<file path="src/rtl/randomized_hadamard_transform_top_macros.svh">
// Assertion macros used by the back end of the randomized Hadamard transform RTL
`ifndef RANDOMIZED_HADAMARD_TRANSFORM_TOP_MACROS_SVH
`define RANDOMIZED_HADAMARD_TRANSFORM_TOP_MACROS_SVH

// check a consequent in the same cycle as its antecedent
`define RHT_ASSERT_NOW(lbl, ante, cons, msg) \
	lbl: assert property (@(posedge clk) disable iff (!arst_n) (ante) |-> (cons)) \
		else $error(msg);

// check a consequent in the cycle after its antecedent
`define RHT_ASSERT_NEXT(lbl, ante, cons, msg) \
	lbl: assert property (@(posedge clk) disable iff (!arst_n) (ante) |=> (cons)) \
		else $error(msg);

`endif

</file>
<file path="src/rtl/rht_pkg.sv">
// Shared constants, types and helper functions of the randomized Hadamard transform
`timescale 1ns / 1ps

package rht_pkg;

	localparam int MAX_LEN     = 64;
	localparam int ADDR_W      = $clog2(MAX_LEN);
	localparam int MAX_LOG     = $clog2(MAX_LEN + 1) - 1;
	localparam int LOG_W       = 3;
	localparam int CNT_W       = ADDR_W + 1;
	localparam int SAMPLE_BITS = 16;
	localparam int ACC_W       = SAMPLE_BITS + MAX_LOG + 1;
	localparam int OUT_W       = 20;
	localparam int SCALE_W     = 17;
	localparam int PROD_W      = ACC_W + SCALE_W + 1;
	localparam int QUEUE_DEPTH = 4;
	localparam int QPTR_W      = $clog2(QUEUE_DEPTH);
	localparam int CFG_IDX_W   = 1;
	localparam int CFG_DATA_W  = 3;

	localparam logic [CFG_IDX_W-1:0] REG_LENGTH = 1'd0;
	localparam logic [CFG_IDX_W-1:0] REG_MODE   = 1'd1;

	typedef struct packed {
		logic signed [SAMPLE_BITS-1:0] sample;
		logic                          sign_negative;
	} load_item_t;

	typedef struct packed {
		logic signed [OUT_W-1:0] result;
		logic                    last_of_vector;
	} emit_item_t;

	typedef struct packed {
		logic signed [SAMPLE_BITS-1:0] sample;
		logic                          sign_negative;
		logic [ADDR_W-1:0]             index;
		logic                          last;
	} queue_entry_t;

	typedef struct packed {
		logic [LOG_W-1:0] log2_len;
		logic             inverse;
		logic             restart;
	} cfg_t;

	function automatic logic [LOG_W-1:0] eff_log2(input logic [LOG_W-1:0] k);
		if (k > LOG_W'(MAX_LOG)) begin
			return LOG_W'(MAX_LOG);
		end
		return k;
	endfunction

	// round(65536 / sqrt(2^k))
	function automatic logic [SCALE_W-1:0] scale_q16(input logic [LOG_W-1:0] k);
		logic [SCALE_W-1:0] s;
		case (k)
			3'd0: s = 17'd65536;
			3'd1: s = 17'd46341;
			3'd2: s = 17'd32768;
			3'd3: s = 17'd23170;
			3'd4: s = 17'd16384;
			3'd5: s = 17'd11585;
			3'd6: s = 17'd8192;
			default: s = 17'd8192;
		endcase
		return s;
	endfunction

endpackage

</file>
<file path="src/rtl/rht_ram.sv">
// Generic RAM: one write port, two registered read ports
`timescale 1ns / 1ps

module rht_ram #(
	parameter int WIDTH = 8,
	parameter int DEPTH = 64
) (
	input  logic                     clk,
	input  logic                     we,
	input  logic [$clog2(DEPTH)-1:0] waddr,
	input  logic [WIDTH-1:0]         wdata,
	input  logic [$clog2(DEPTH)-1:0] raddr_a,
	input  logic [$clog2(DEPTH)-1:0] raddr_b,
	output logic [WIDTH-1:0]         rdata_a,
	output logic [WIDTH-1:0]         rdata_b
);

	logic [WIDTH-1:0] mem_q [DEPTH];

	always_ff @(posedge clk) begin
		if (we) begin
			mem_q[waddr] <= wdata;
		end
		rdata_a <= mem_q[raddr_a];
		rdata_b <= mem_q[raddr_b];
	end

endmodule

</file>
<file path="src/rtl/rht_queue.sv">
// Short queue of classified samples between the front and the back
`timescale 1ns / 1ps

module rht_queue (
	input  logic                  clk,
	input  logic                  arst_n,
	input  logic                  push,
	input  rht_pkg::queue_entry_t push_entry,
	output logic                  full,
	input  logic                  pop,
	output rht_pkg::queue_entry_t pop_entry,
	output logic                  empty
);

	import rht_pkg::*;

	queue_entry_t      entries_q [QUEUE_DEPTH];
	logic [QPTR_W-1:0] wr_ptr_q;
	logic [QPTR_W-1:0] rd_ptr_q;
	logic [QPTR_W:0]   count_q;

	assign full      = (count_q == (QPTR_W + 1)'(QUEUE_DEPTH));
	assign empty     = (count_q == '0);
	assign pop_entry = entries_q[rd_ptr_q];

	always_ff @(posedge clk) begin
		if (push) begin
			entries_q[wr_ptr_q] <= push_entry;
		end
	end

	always_ff @(posedge clk or negedge arst_n) begin
		if (!arst_n) begin
			wr_ptr_q <= '0;
			rd_ptr_q <= '0;
			count_q  <= '0;
		end else begin
			if (push) begin
				wr_ptr_q <= wr_ptr_q + 1'b1;
			end
			if (pop) begin
				rd_ptr_q <= rd_ptr_q + 1'b1;
			end
			if (push && !pop) begin
				count_q <= count_q + 1'b1;
			end else if (pop && !push) begin
				count_q <= count_q - 1'b1;
			end
		end
	end

endmodule

</file>
<file path="src/rtl/rht_front.sv">
// Front end: accepts samples, assigns vector positions and marks the last element
`timescale 1ns / 1ps

module rht_front (
	input  logic                  clk,
	input  logic                  arst_n,
	input  rht_pkg::cfg_t         cfg,
	input  logic                  load_valid,
	output logic                  load_stall,
	input  rht_pkg::load_item_t   load_item,
	output logic                  q_push,
	output rht_pkg::queue_entry_t q_entry,
	input  logic                  q_full
);

	import rht_pkg::*;

	logic [ADDR_W-1:0] count_q;
	logic [CNT_W-1:0]  len_w;
	logic [ADDR_W-1:0] last_idx;
	logic [ADDR_W-1:0] idx;
	logic              is_last;

	assign load_stall = q_full;
	assign q_push     = load_valid && !q_full;

	assign len_w    = CNT_W'(1) << cfg.log2_len;
	assign last_idx = ADDR_W'(len_w - CNT_W'(1));
	assign idx      = (count_q > last_idx) ? '0 : count_q;
	assign is_last  = (idx == last_idx);

	always_comb begin
		q_entry.sample        = load_item.sample;
		q_entry.sign_negative = load_item.sign_negative;
		q_entry.index         = idx;
		q_entry.last          = is_last;
	end

	always_ff @(posedge clk or negedge arst_n) begin
		if (!arst_n) begin
			count_q <= '0;
		end else if (cfg.restart) begin
			count_q <= '0;
		end else if (q_push) begin
			count_q <= is_last ? '0 : idx + 1'b1;
		end
	end

endmodule

</file>
<file path="src/rtl/rht_back.sv">
// Back end: stores the vector, runs the butterfly stages and emits scaled results
`timescale 1ns / 1ps
`include "randomized_hadamard_transform_top_macros.svh"

module rht_back (
	input  logic                  clk,
	input  logic                  arst_n,
	input  rht_pkg::cfg_t         cfg,
	output logic                  q_pop,
	input  rht_pkg::queue_entry_t q_entry,
	input  logic                  q_empty,
	output logic                  emit_valid,
	input  logic                  emit_stall,
	output rht_pkg::emit_item_t   emit_item
);

	import rht_pkg::*;

	localparam int RS_W = PROD_W - 16;
	localparam logic signed [RS_W-1:0] SAT_HI = RS_W'(2 ** (OUT_W - 1) - 1);
	localparam logic signed [RS_W-1:0] SAT_LO = RS_W'(-(2 ** (OUT_W - 1)));
	localparam logic signed [PROD_W-1:0] ROUND_HALF = PROD_W'(2 ** 15);

	localparam logic [2:0] ST_LOAD   = 3'd0;
	localparam logic [2:0] ST_BF_RD  = 3'd1;
	localparam logic [2:0] ST_BF_WR1 = 3'd2;
	localparam logic [2:0] ST_BF_WR2 = 3'd3;
	localparam logic [2:0] ST_EM_RD  = 3'd4;
	localparam logic [2:0] ST_EM_MUL = 3'd5;
	localparam logic [2:0] ST_EM_OUT = 3'd6;

	logic [2:0]              state_q;
	logic [LOG_W-1:0]        stage_q;
	logic [ADDR_W-1:0]       bfly_q;
	logic [ADDR_W-1:0]       emit_idx_q;
	logic signed [ACC_W-1:0] diff_q;
	logic signed [PROD_W-1:0] prod_s1;
	logic                    emit_valid_q;
	emit_item_t              emit_item_q;

	logic [CNT_W-1:0]  len_w;
	logic [ADDR_W-1:0] half_m1;
	logic [ADDR_W-1:0] len_m1;
	logic [ADDR_W-1:0] low_mask;
	logic [ADDR_W-1:0] stride;
	logic [ADDR_W-1:0] addr_a;
	logic [ADDR_W-1:0] addr_b;
	logic              bf_active;
	logic              last_bfly;
	logic              last_stage;
	logic              last_emit;
	logic              out_free;

	logic              v_we;
	logic              s_we;
	logic [ADDR_W-1:0] waddr;
	logic [ACC_W-1:0]  v_wdata;
	logic [ADDR_W-1:0] raddr_a;
	logic [ACC_W-1:0]  v_rdata_a;
	logic [ACC_W-1:0]  v_rdata_b;
	logic              s_rdata_a;
	logic              s_rdata_b;

	logic signed [ACC_W-1:0]   ra;
	logic signed [ACC_W-1:0]   rb;
	logic signed [ACC_W-1:0]   na;
	logic signed [ACC_W-1:0]   nb;
	logic                      first_signs;
	logic signed [ACC_W-1:0]   nv;
	logic signed [SCALE_W:0]   scale_s;
	logic signed [PROD_W-1:0]  prod_d;
	logic signed [PROD_W-1:0]  rsum;
	logic signed [RS_W-1:0]    rshift;
	logic signed [RS_W-1:0]    clamped;

	assign len_w      = CNT_W'(1) << cfg.log2_len;
	assign len_m1     = ADDR_W'(len_w - CNT_W'(1));
	assign half_m1    = ADDR_W'((len_w >> 1) - CNT_W'(1));
	assign stride     = ADDR_W'(CNT_W'(1) << stage_q);
	assign low_mask   = stride - 1'b1;
	assign addr_a     = ADDR_W'({(bfly_q & ~low_mask), 1'b0}) | (bfly_q & low_mask);
	assign addr_b     = addr_a | stride;
	assign bf_active  = state_q inside {ST_BF_RD, ST_BF_WR1, ST_BF_WR2};
	assign last_bfly  = (bfly_q == half_m1);
	assign last_stage = (stage_q == cfg.log2_len - 1'b1);
	assign last_emit  = (emit_idx_q == len_m1);
	assign out_free   = !emit_valid_q || !emit_stall;

	assign q_pop = (state_q == ST_LOAD) && !q_empty;

	always_comb begin
		v_we    = 1'b0;
		s_we    = 1'b0;
		waddr   = addr_a;
		v_wdata = ACC_W'(na + nb);
		case (state_q)
			ST_LOAD: begin
				v_we    = q_pop;
				s_we    = q_pop;
				waddr   = q_entry.index;
				v_wdata = {{(ACC_W - SAMPLE_BITS){q_entry.sample[SAMPLE_BITS-1]}},
					q_entry.sample};
			end
			ST_BF_WR1: begin
				v_we = 1'b1;
			end
			ST_BF_WR2: begin
				v_we    = 1'b1;
				waddr   = addr_b;
				v_wdata = diff_q;
			end
			default: begin
				v_we = 1'b0;
			end
		endcase
	end

	assign raddr_a = (state_q == ST_EM_RD) ? emit_idx_q : addr_a;

	rht_ram #(
		.WIDTH (ACC_W),
		.DEPTH (MAX_LEN)
	) u_vec_ram (
		.clk     (clk),
		.we      (v_we),
		.waddr   (waddr),
		.wdata   (v_wdata),
		.raddr_a (raddr_a),
		.raddr_b (addr_b),
		.rdata_a (v_rdata_a),
		.rdata_b (v_rdata_b)
	);

	rht_ram #(
		.WIDTH (1),
		.DEPTH (MAX_LEN)
	) u_sign_ram (
		.clk     (clk),
		.we      (s_we),
		.waddr   (waddr),
		.wdata   (q_entry.sign_negative),
		.raddr_a (raddr_a),
		.raddr_b (addr_b),
		.rdata_a (s_rdata_a),
		.rdata_b (s_rdata_b)
	);

	// forward mode applies the signs as the first stage reads its operands
	assign first_signs = (stage_q == '0) && !cfg.inverse;
	assign ra = $signed(v_rdata_a);
	assign rb = $signed(v_rdata_b);
	assign na = (first_signs && s_rdata_a) ? -ra : ra;
	assign nb = (first_signs && s_rdata_b) ? -rb : rb;

	// inverse mode, and the single-element vector, apply the sign on the way out
	assign nv      = (s_rdata_a && (cfg.inverse || cfg.log2_len == '0)) ? -ra : ra;
	assign scale_s = $signed({1'b0, scale_q16(cfg.log2_len)});
	assign prod_d  = nv * scale_s;

	assign rsum    = prod_s1 + ROUND_HALF;
	assign rshift  = $signed(rsum[PROD_W-1:16]);
	assign clamped = (rshift > SAT_HI) ? SAT_HI : ((rshift < SAT_LO) ? SAT_LO : rshift);

	always_ff @(posedge clk) begin
		if (state_q == ST_BF_WR1) begin
			diff_q <= ACC_W'(na - nb);
		end
		if (state_q == ST_EM_MUL) begin
			prod_s1 <= prod_d;
		end
		if (state_q == ST_EM_OUT && out_free) begin
			emit_item_q.result         <= OUT_W'(clamped);
			emit_item_q.last_of_vector <= last_emit;
		end
	end

	always_ff @(posedge clk or negedge arst_n) begin
		if (!arst_n) begin
			state_q      <= ST_LOAD;
			stage_q      <= '0;
			bfly_q       <= '0;
			emit_idx_q   <= '0;
			emit_valid_q <= 1'b0;
		end else begin
			if (state_q == ST_EM_OUT && out_free) begin
				emit_valid_q <= 1'b1;
			end else if (emit_valid_q && !emit_stall) begin
				emit_valid_q <= 1'b0;
			end
			case (state_q)
				ST_LOAD: begin
					if (q_pop && q_entry.last) begin
						stage_q    <= '0;
						bfly_q     <= '0;
						emit_idx_q <= '0;
						state_q    <= (cfg.log2_len == '0) ? ST_EM_RD : ST_BF_RD;
					end
				end
				ST_BF_RD: begin
					state_q <= ST_BF_WR1;
				end
				ST_BF_WR1: begin
					state_q <= ST_BF_WR2;
				end
				ST_BF_WR2: begin
					if (last_bfly) begin
						bfly_q <= '0;
						if (last_stage) begin
							state_q <= ST_EM_RD;
						end else begin
							stage_q <= stage_q + 1'b1;
							state_q <= ST_BF_RD;
						end
					end else begin
						bfly_q  <= bfly_q + 1'b1;
						state_q <= ST_BF_RD;
					end
				end
				ST_EM_RD: begin
					state_q <= ST_EM_MUL;
				end
				ST_EM_MUL: begin
					state_q <= ST_EM_OUT;
				end
				ST_EM_OUT: begin
					if (out_free) begin
						if (last_emit) begin
							emit_idx_q <= '0;
							state_q    <= ST_LOAD;
						end else begin
							emit_idx_q <= emit_idx_q + 1'b1;
							state_q    <= ST_EM_RD;
						end
					end
				end
				default: begin
					state_q <= ST_LOAD;
				end
			endcase
		end
	end

	assign emit_valid = emit_valid_q;
	assign emit_item  = emit_item_q;

	`RHT_ASSERT_NOW(a_bfly_in_range, bf_active,
		(bfly_q <= half_m1) && (stage_q < cfg.log2_len), "butterfly index out of range")
	`RHT_ASSERT_NOW(a_emit_from_out, $rose(emit_valid_q),
		$past(state_q) == ST_EM_OUT, "result shown without an output step")
	`RHT_ASSERT_NEXT(a_last_returns, (state_q == ST_EM_OUT) && out_free && last_emit,
		(state_q == ST_LOAD) && emit_valid_q && emit_item_q.last_of_vector,
		"final result did not end the vector")
	`RHT_ASSERT_NOW(a_last_idx_wrap, emit_valid_q && emit_item_q.last_of_vector,
		emit_idx_q == '0, "emit index not rewound after final result")

endmodule

</file>
<file path="src/rtl/randomized_hadamard_transform_top.sv">
// Top level of the randomized Walsh-Hadamard transform: configuration registers and wiring
`timescale 1ns / 1ps

// Loads n = 2^length_log2 samples (length above 6 acts as 6) and, after the last one,
// emits n results in order with last_of_vector on the final one. Each sample transaction
// is accepted while the 4-entry queue has room. After the last sample the transform runs
// (n/2)*log2(n) butterflies, each reading both operands, writing the sum and then the
// difference through the single write port of the vector RAM, then reads, scales and
// outputs each result in turn. Samples of the next vector queue up while results are
// still being emitted.
module randomized_hadamard_transform_top (
	input  logic                               clk,
	input  logic                               arst_n,
	input  logic                               cfg_write,
	input  logic [rht_pkg::CFG_IDX_W-1:0]      cfg_index,
	input  logic [rht_pkg::CFG_DATA_W-1:0]     cfg_data,
	input  logic                               load_valid,
	output logic                               load_stall,
	input  rht_pkg::load_item_t                load_item,
	output logic                               emit_valid,
	input  logic                               emit_stall,
	output rht_pkg::emit_item_t                emit_item
);

	import rht_pkg::*;

	logic [LOG_W-1:0] length_log2_q;
	logic             inverse_mode_q;
	cfg_t             cfg;
	logic             q_push;
	logic             q_pop;
	logic             q_full;
	logic             q_empty;
	queue_entry_t     push_entry;
	queue_entry_t     pop_entry;

	always_ff @(posedge clk or negedge arst_n) begin
		if (!arst_n) begin
			length_log2_q  <= LOG_W'(6);
			inverse_mode_q <= 1'b0;
		end else if (cfg_write) begin
			if (cfg_index == REG_LENGTH) begin
				length_log2_q <= cfg_data[LOG_W-1:0];
			end
			if (cfg_index == REG_MODE) begin
				inverse_mode_q <= cfg_data[0];
			end
		end
	end

	always_comb begin
		cfg.log2_len = eff_log2(length_log2_q);
		cfg.inverse  = inverse_mode_q;
		cfg.restart  = cfg_write && (cfg_index == REG_LENGTH);
	end

	rht_front u_front (
		.clk        (clk),
		.arst_n     (arst_n),
		.cfg        (cfg),
		.load_valid (load_valid),
		.load_stall (load_stall),
		.load_item  (load_item),
		.q_push     (q_push),
		.q_entry    (push_entry),
		.q_full     (q_full)
	);

	rht_queue u_queue (
		.clk        (clk),
		.arst_n     (arst_n),
		.push       (q_push),
		.push_entry (push_entry),
		.full       (q_full),
		.pop        (q_pop),
		.pop_entry  (pop_entry),
		.empty      (q_empty)
	);

	rht_back u_back (
		.clk        (clk),
		.arst_n     (arst_n),
		.cfg        (cfg),
		.q_pop      (q_pop),
		.q_entry    (pop_entry),
		.q_empty    (q_empty),
		.emit_valid (emit_valid),
		.emit_stall (emit_stall),
		.emit_item  (emit_item)
	);

endmodule

</file>
<file path="config.mk">
export PLATFORM = sky130hd
export DESIGN_NAME = randomized_hadamard_transform_top
export DESIGN_NICKNAME = d
export VERILOG_FILES = /design/src/rtl/rht_pkg.sv /design/src/rtl/rht_ram.sv /design/src/rtl/rht_queue.sv /design/src/rtl/rht_front.sv /design/src/rtl/rht_back.sv /design/src/rtl/randomized_hadamard_transform_top.sv
export VERILOG_INCLUDE_DIRS = /design/src /design/src/rtl
export SDC_FILE = /design/constraint.sdc
export NUM_CORES = 2
export LEC_CHECK = 0
export BUFFER_PORTS_ARGS = -buffer_cell sky130_fd_sc_hd__buf_2
export CORE_ASPECT_RATIO = 0.75
export CORE_MARGIN = 2
export CORE_UTILIZATION = 34
export CTS_BUF_LIST = sky130_fd_sc_hd__clkbuf_8 sky130_fd_sc_hd__clkbuf_16
export DETAILED_ROUTE_END_ITERATION = 10
export PLACE_DENSITY = 0.47
export SYNTH_ARGS = -nofsm -noshare
export SYNTH_HDL_FRONTEND = slang
export SYNTH_SLANG_ARGS = --single-unit
</file>
<file path="constraint.sdc">
create_clock -name clk -period 11.7 [get_ports clk]
set_clock_uncertainty 0.1 [all_clocks]
set_input_delay 0.585 -clock clk [delete_from_list [all_inputs] [get_ports clk]]
set_output_delay 0.585 -clock clk [all_outputs]
set_load 0.05 [all_outputs]
</file>
==> reports/qor.yml <==
dpl.hpwl_mm: 231
finalSetupViolCount: 0
syn_nets: 9829
yosys.area_share.adder_pct: 8.82
dp_cells: 12807
cts.htree.levels: 4
antenna_found_initial: 23
start_util_pct: 34.3
synth-seq-cells: 1786
endpoint: "u_back.prod_s1[40]"
rsz0062_at_grt: "false"
worst_setup_path_start_kind: "flop"
io_buffers: 48
maxCapViolCount: 0
root_buffer: "clkbuf_16"
multi_input_area_um2: 43800
dieArea_um2: 300000
regArea_um2: 53000
routed_wl_mm: 376
yosys.area_share.simple_pct: 17.8
required_ps: 12220
overflow: 0
first_global_vias: 73322
clock-sinks: 1786
timing.fmax_mhz: 101
end_kind: "flop"
synth-compound-area-share_pct: 9.30
async_flop_share_pct: 2.02
hold_viol_final: 0
detail-route-antenna-nets: 0
via_per_inst: 5.79
synthMuxAreaShare_pct: 5.00
fin_crit_ps: 9870
ys.flop_type: "edfxtp_1"
cts_setup_buffers: 0
finalSetupTns_ps: 0
fin_cells: 13194
grtUsageTotal_pct: 24.5
grt_max_degree: 154
drive_gt1_share_pct: 10.1
slew_viol_final: 0
cts_tree: "yes"
clk_pin_slew_ps: 70
yosysWarnings: 0
fin_worst_hold_slack_ps: 76.3
ctsResizeCount: 0
vias: 76413
synth_top_family_by_area: "simple AND/OR/NAND/NOR gates"
die_x_um: 632
r2r_start: "length_log2_q[1]"
synthCells: 9281
dr.pass1.iters: 8
synthDistinctLibCells: 95
drt-wirelength-per-cell_um: 28.5
insertion_delay_ps: 910
io_pins: 49
syn_to_final_growth_pct: 11.6
synth_edf_count: 1702
r2r_setup_slack_ps: 1830
cts_buffer_depth: 4
crit_path_start: "length_log2_q[1]"
critPathMaxFanout: 23
period_share_pct: 84.3
slew_headroom_pct: 13.0
drt-initial-drc-count: 9853
core_um2: 294000
avgSynthCellArea_um2: 10.8
tightest_slew_ps: 1300
reg2regPathDepth: 27
outcome: "complete, no violations"
hold_class: "in -> reg"
die_h_um: 475
drc_errors: 0
r2r-end: "u_back.prod_s1[40]"
grt_pass1_wl_mm: 537
netlist_area_um2: 101000
final_nets: 9665
fillCellCount: 28322
path_class: "reg -> reg"
synth_seq_area_share_pct: 52.6
finalWeightedCongestion: 0.891
synth-xor-area-share_pct: 1.73
numCtsBuffers: 199
crit_arrival_ps: 10390
num_rows: 172
## synth_stat cells, types with 21 or more instances
cell / count / area, µm²
edfxtp_1: 1702 / 51100
a211oi_1: 172 / 1290
dfxtp_1: 48 / 961
nor2_1: 398 / 1490
nand2b_1: 23 / 144
dfrtp_1: 34 / 851
a31oi_1: 109 / 682
a21o_1: 25 / 188
clkbuf_1: 372 / 1400
ha_1: 210 / 2630
and4_1: 21 / 184
mux4_2: 218 / 4910
buf_2: 212 / 1060
a21oi_1: 186 / 931
xor2_1: 88 / 771
fa_1: 312 / 6250
nor3_1: 30 / 150
inv_1: 478 / 1790
or3_1: 23 / 144
o21bai_1: 53 / 398
and2_1: 111 / 694
and3_1: 307 / 1920
nand2_1: 2514 / 9440
a311oi_1: 475 / 4160
xnor2_1: 103 / 902
buf_1: 50 / 188
o21ai_0: 137 / 686
nand3_1: 609 / 3050
## metrics by stage
| step | area [µm²] | setup WS (ps) | utilization [%] |
|---|---|---|---|
| detailed placement | 106000 | 1940 | 36.0 |
| floorplan | 101000 | 3490 | - |
| global route | 112000 | 1410 | 38.2 |
| CTS | 112000 | 1920 | 38.2 |
| finish | 112000 | 1830 | 38.2 |
| global placement | 106000 | 2190 | 36.0 |
## layout make-up
cell class | instances | area share (%)
timing repair buffer | 303 | 2.25
antenna | 13 | 0.0290
multi-input combinational | 6346 | 39.0
clock inverter | 144 | 1.07
sequential | 1786 | 47.2
tap | 3915 | 4.36
inverter | 481 | 1.61
clock buffer | 206 | 4.55
## logic make-up after synthesis
logic type | after synthesis
AO/OA/AOI/OAI | 1275
buffers and inverters | 1149
XOR/XNOR | 195
AND/OR/NAND/NOR | 4126
adder cells (fa/ha/maj) | 522
multiplexers | 228
flip-flops | 1786
## placed cells by master, fill, tap and decap left out, types with 53 or more instances in the layout
cell type,instances
a311oi_1,475
fa_1,312
nand3_1,609
and3_1,307
and2_1,111
ha_1,210
buf_4,206
xor2_1,88
mux4_2,218
xnor2_1,103
edfxtp_1,1702
a31oi_1,109
o21bai_1,53
a211oi_1,171
inv_1,521
o21ai_0,118
nor2_1,328
clkbuf_16,202
nand2_1,2509
a21oi_1,183
nor2_4,67
## critical path: stages (launching register included)
cell	delay [ps]
dfstp_2	790
ha_1	570
or2_1	530
inv_2	130
nand2_1	610
nor2_2	230
inv_1	140
ha_1	220
or2_2	560
nor2_1	90
ha_1	310
fa_1	530
fa_1	440
fa_1	470
fa_1	490
inv_1	50
fa_1	470
inv_1	50
ha_1	340
a21o_1	230
a21o_1	170
a21oi_1	320
a21oi_1	140
a211o_1	440
a221o_1	460
a221o_1	420
mux2i_1	160
nand4_1	100
## repair_timing
| action | CTS | global route |
|---|---|---|
| endpoints found under the setup margin | 0 | 0 |
| hold buffers | 24 | 0 |
| endpoints found under the hold margin | 108 | 0 |
## layer usage
metal | vias up | track usage, % | part of all wire [%]
met5 | - | 0.413 | 0.074
met4 | 14 | 6.85 | 2.9
met3 | 565 | 5.79 | 10
met2 | 4030 | 35.4 | 42
met1 | 38816 | 36.4 | 45
li1 | 32988 | - | -
## sequential cells by signal, summed over array words and instances, names as in the netlist
signal,flops
u_back.prod_s1,26
u_back.u_sign_ram.mem_q,64
u_back.u_vec_ram.mem_q,1472
u_back.u_sign_ram.rdata_a,1
u_queue.wr_ptr_q,2
u_back.u_vec_ram.rdata_b,23
u_front.count_q,6
u_queue.count_q,3
inverse_mode_q,1
u_back.diff_q,23
u_back.u_vec_ram.rdata_a,23
u_back.stage_q,3
u_back.emit_idx_q,6
u_back.emit_valid,1
length_log2_q,3
u_back.state_q,3
u_queue.entries_q,96
u_back.u_sign_ram.rdata_b,1
u_back.emit_item,21
u_queue.rd_ptr_q,2
u_back.bfly_q,6
## worst min path at each step
stage                        from            endpoint  depth (start not counted)
6_report                cfg_index  u_front.count_q[2]                          3
5_1_grt                 cfg_index  u_front.count_q[2]                          3
4_1_cts                 cfg_index  u_front.count_q[2]                          3
3_5_place_dp   u_queue.count_q[2]  u_queue.count_q[2]                          1
3_3_place_gp   u_queue.count_q[2]  u_queue.count_q[2]                          1
2_1_floorplan              arst_n      inverse_mode_q                          0
Power is not shown: default switching activity piles up to over one toggle a cycle in this logic, so the estimate is an artifact.
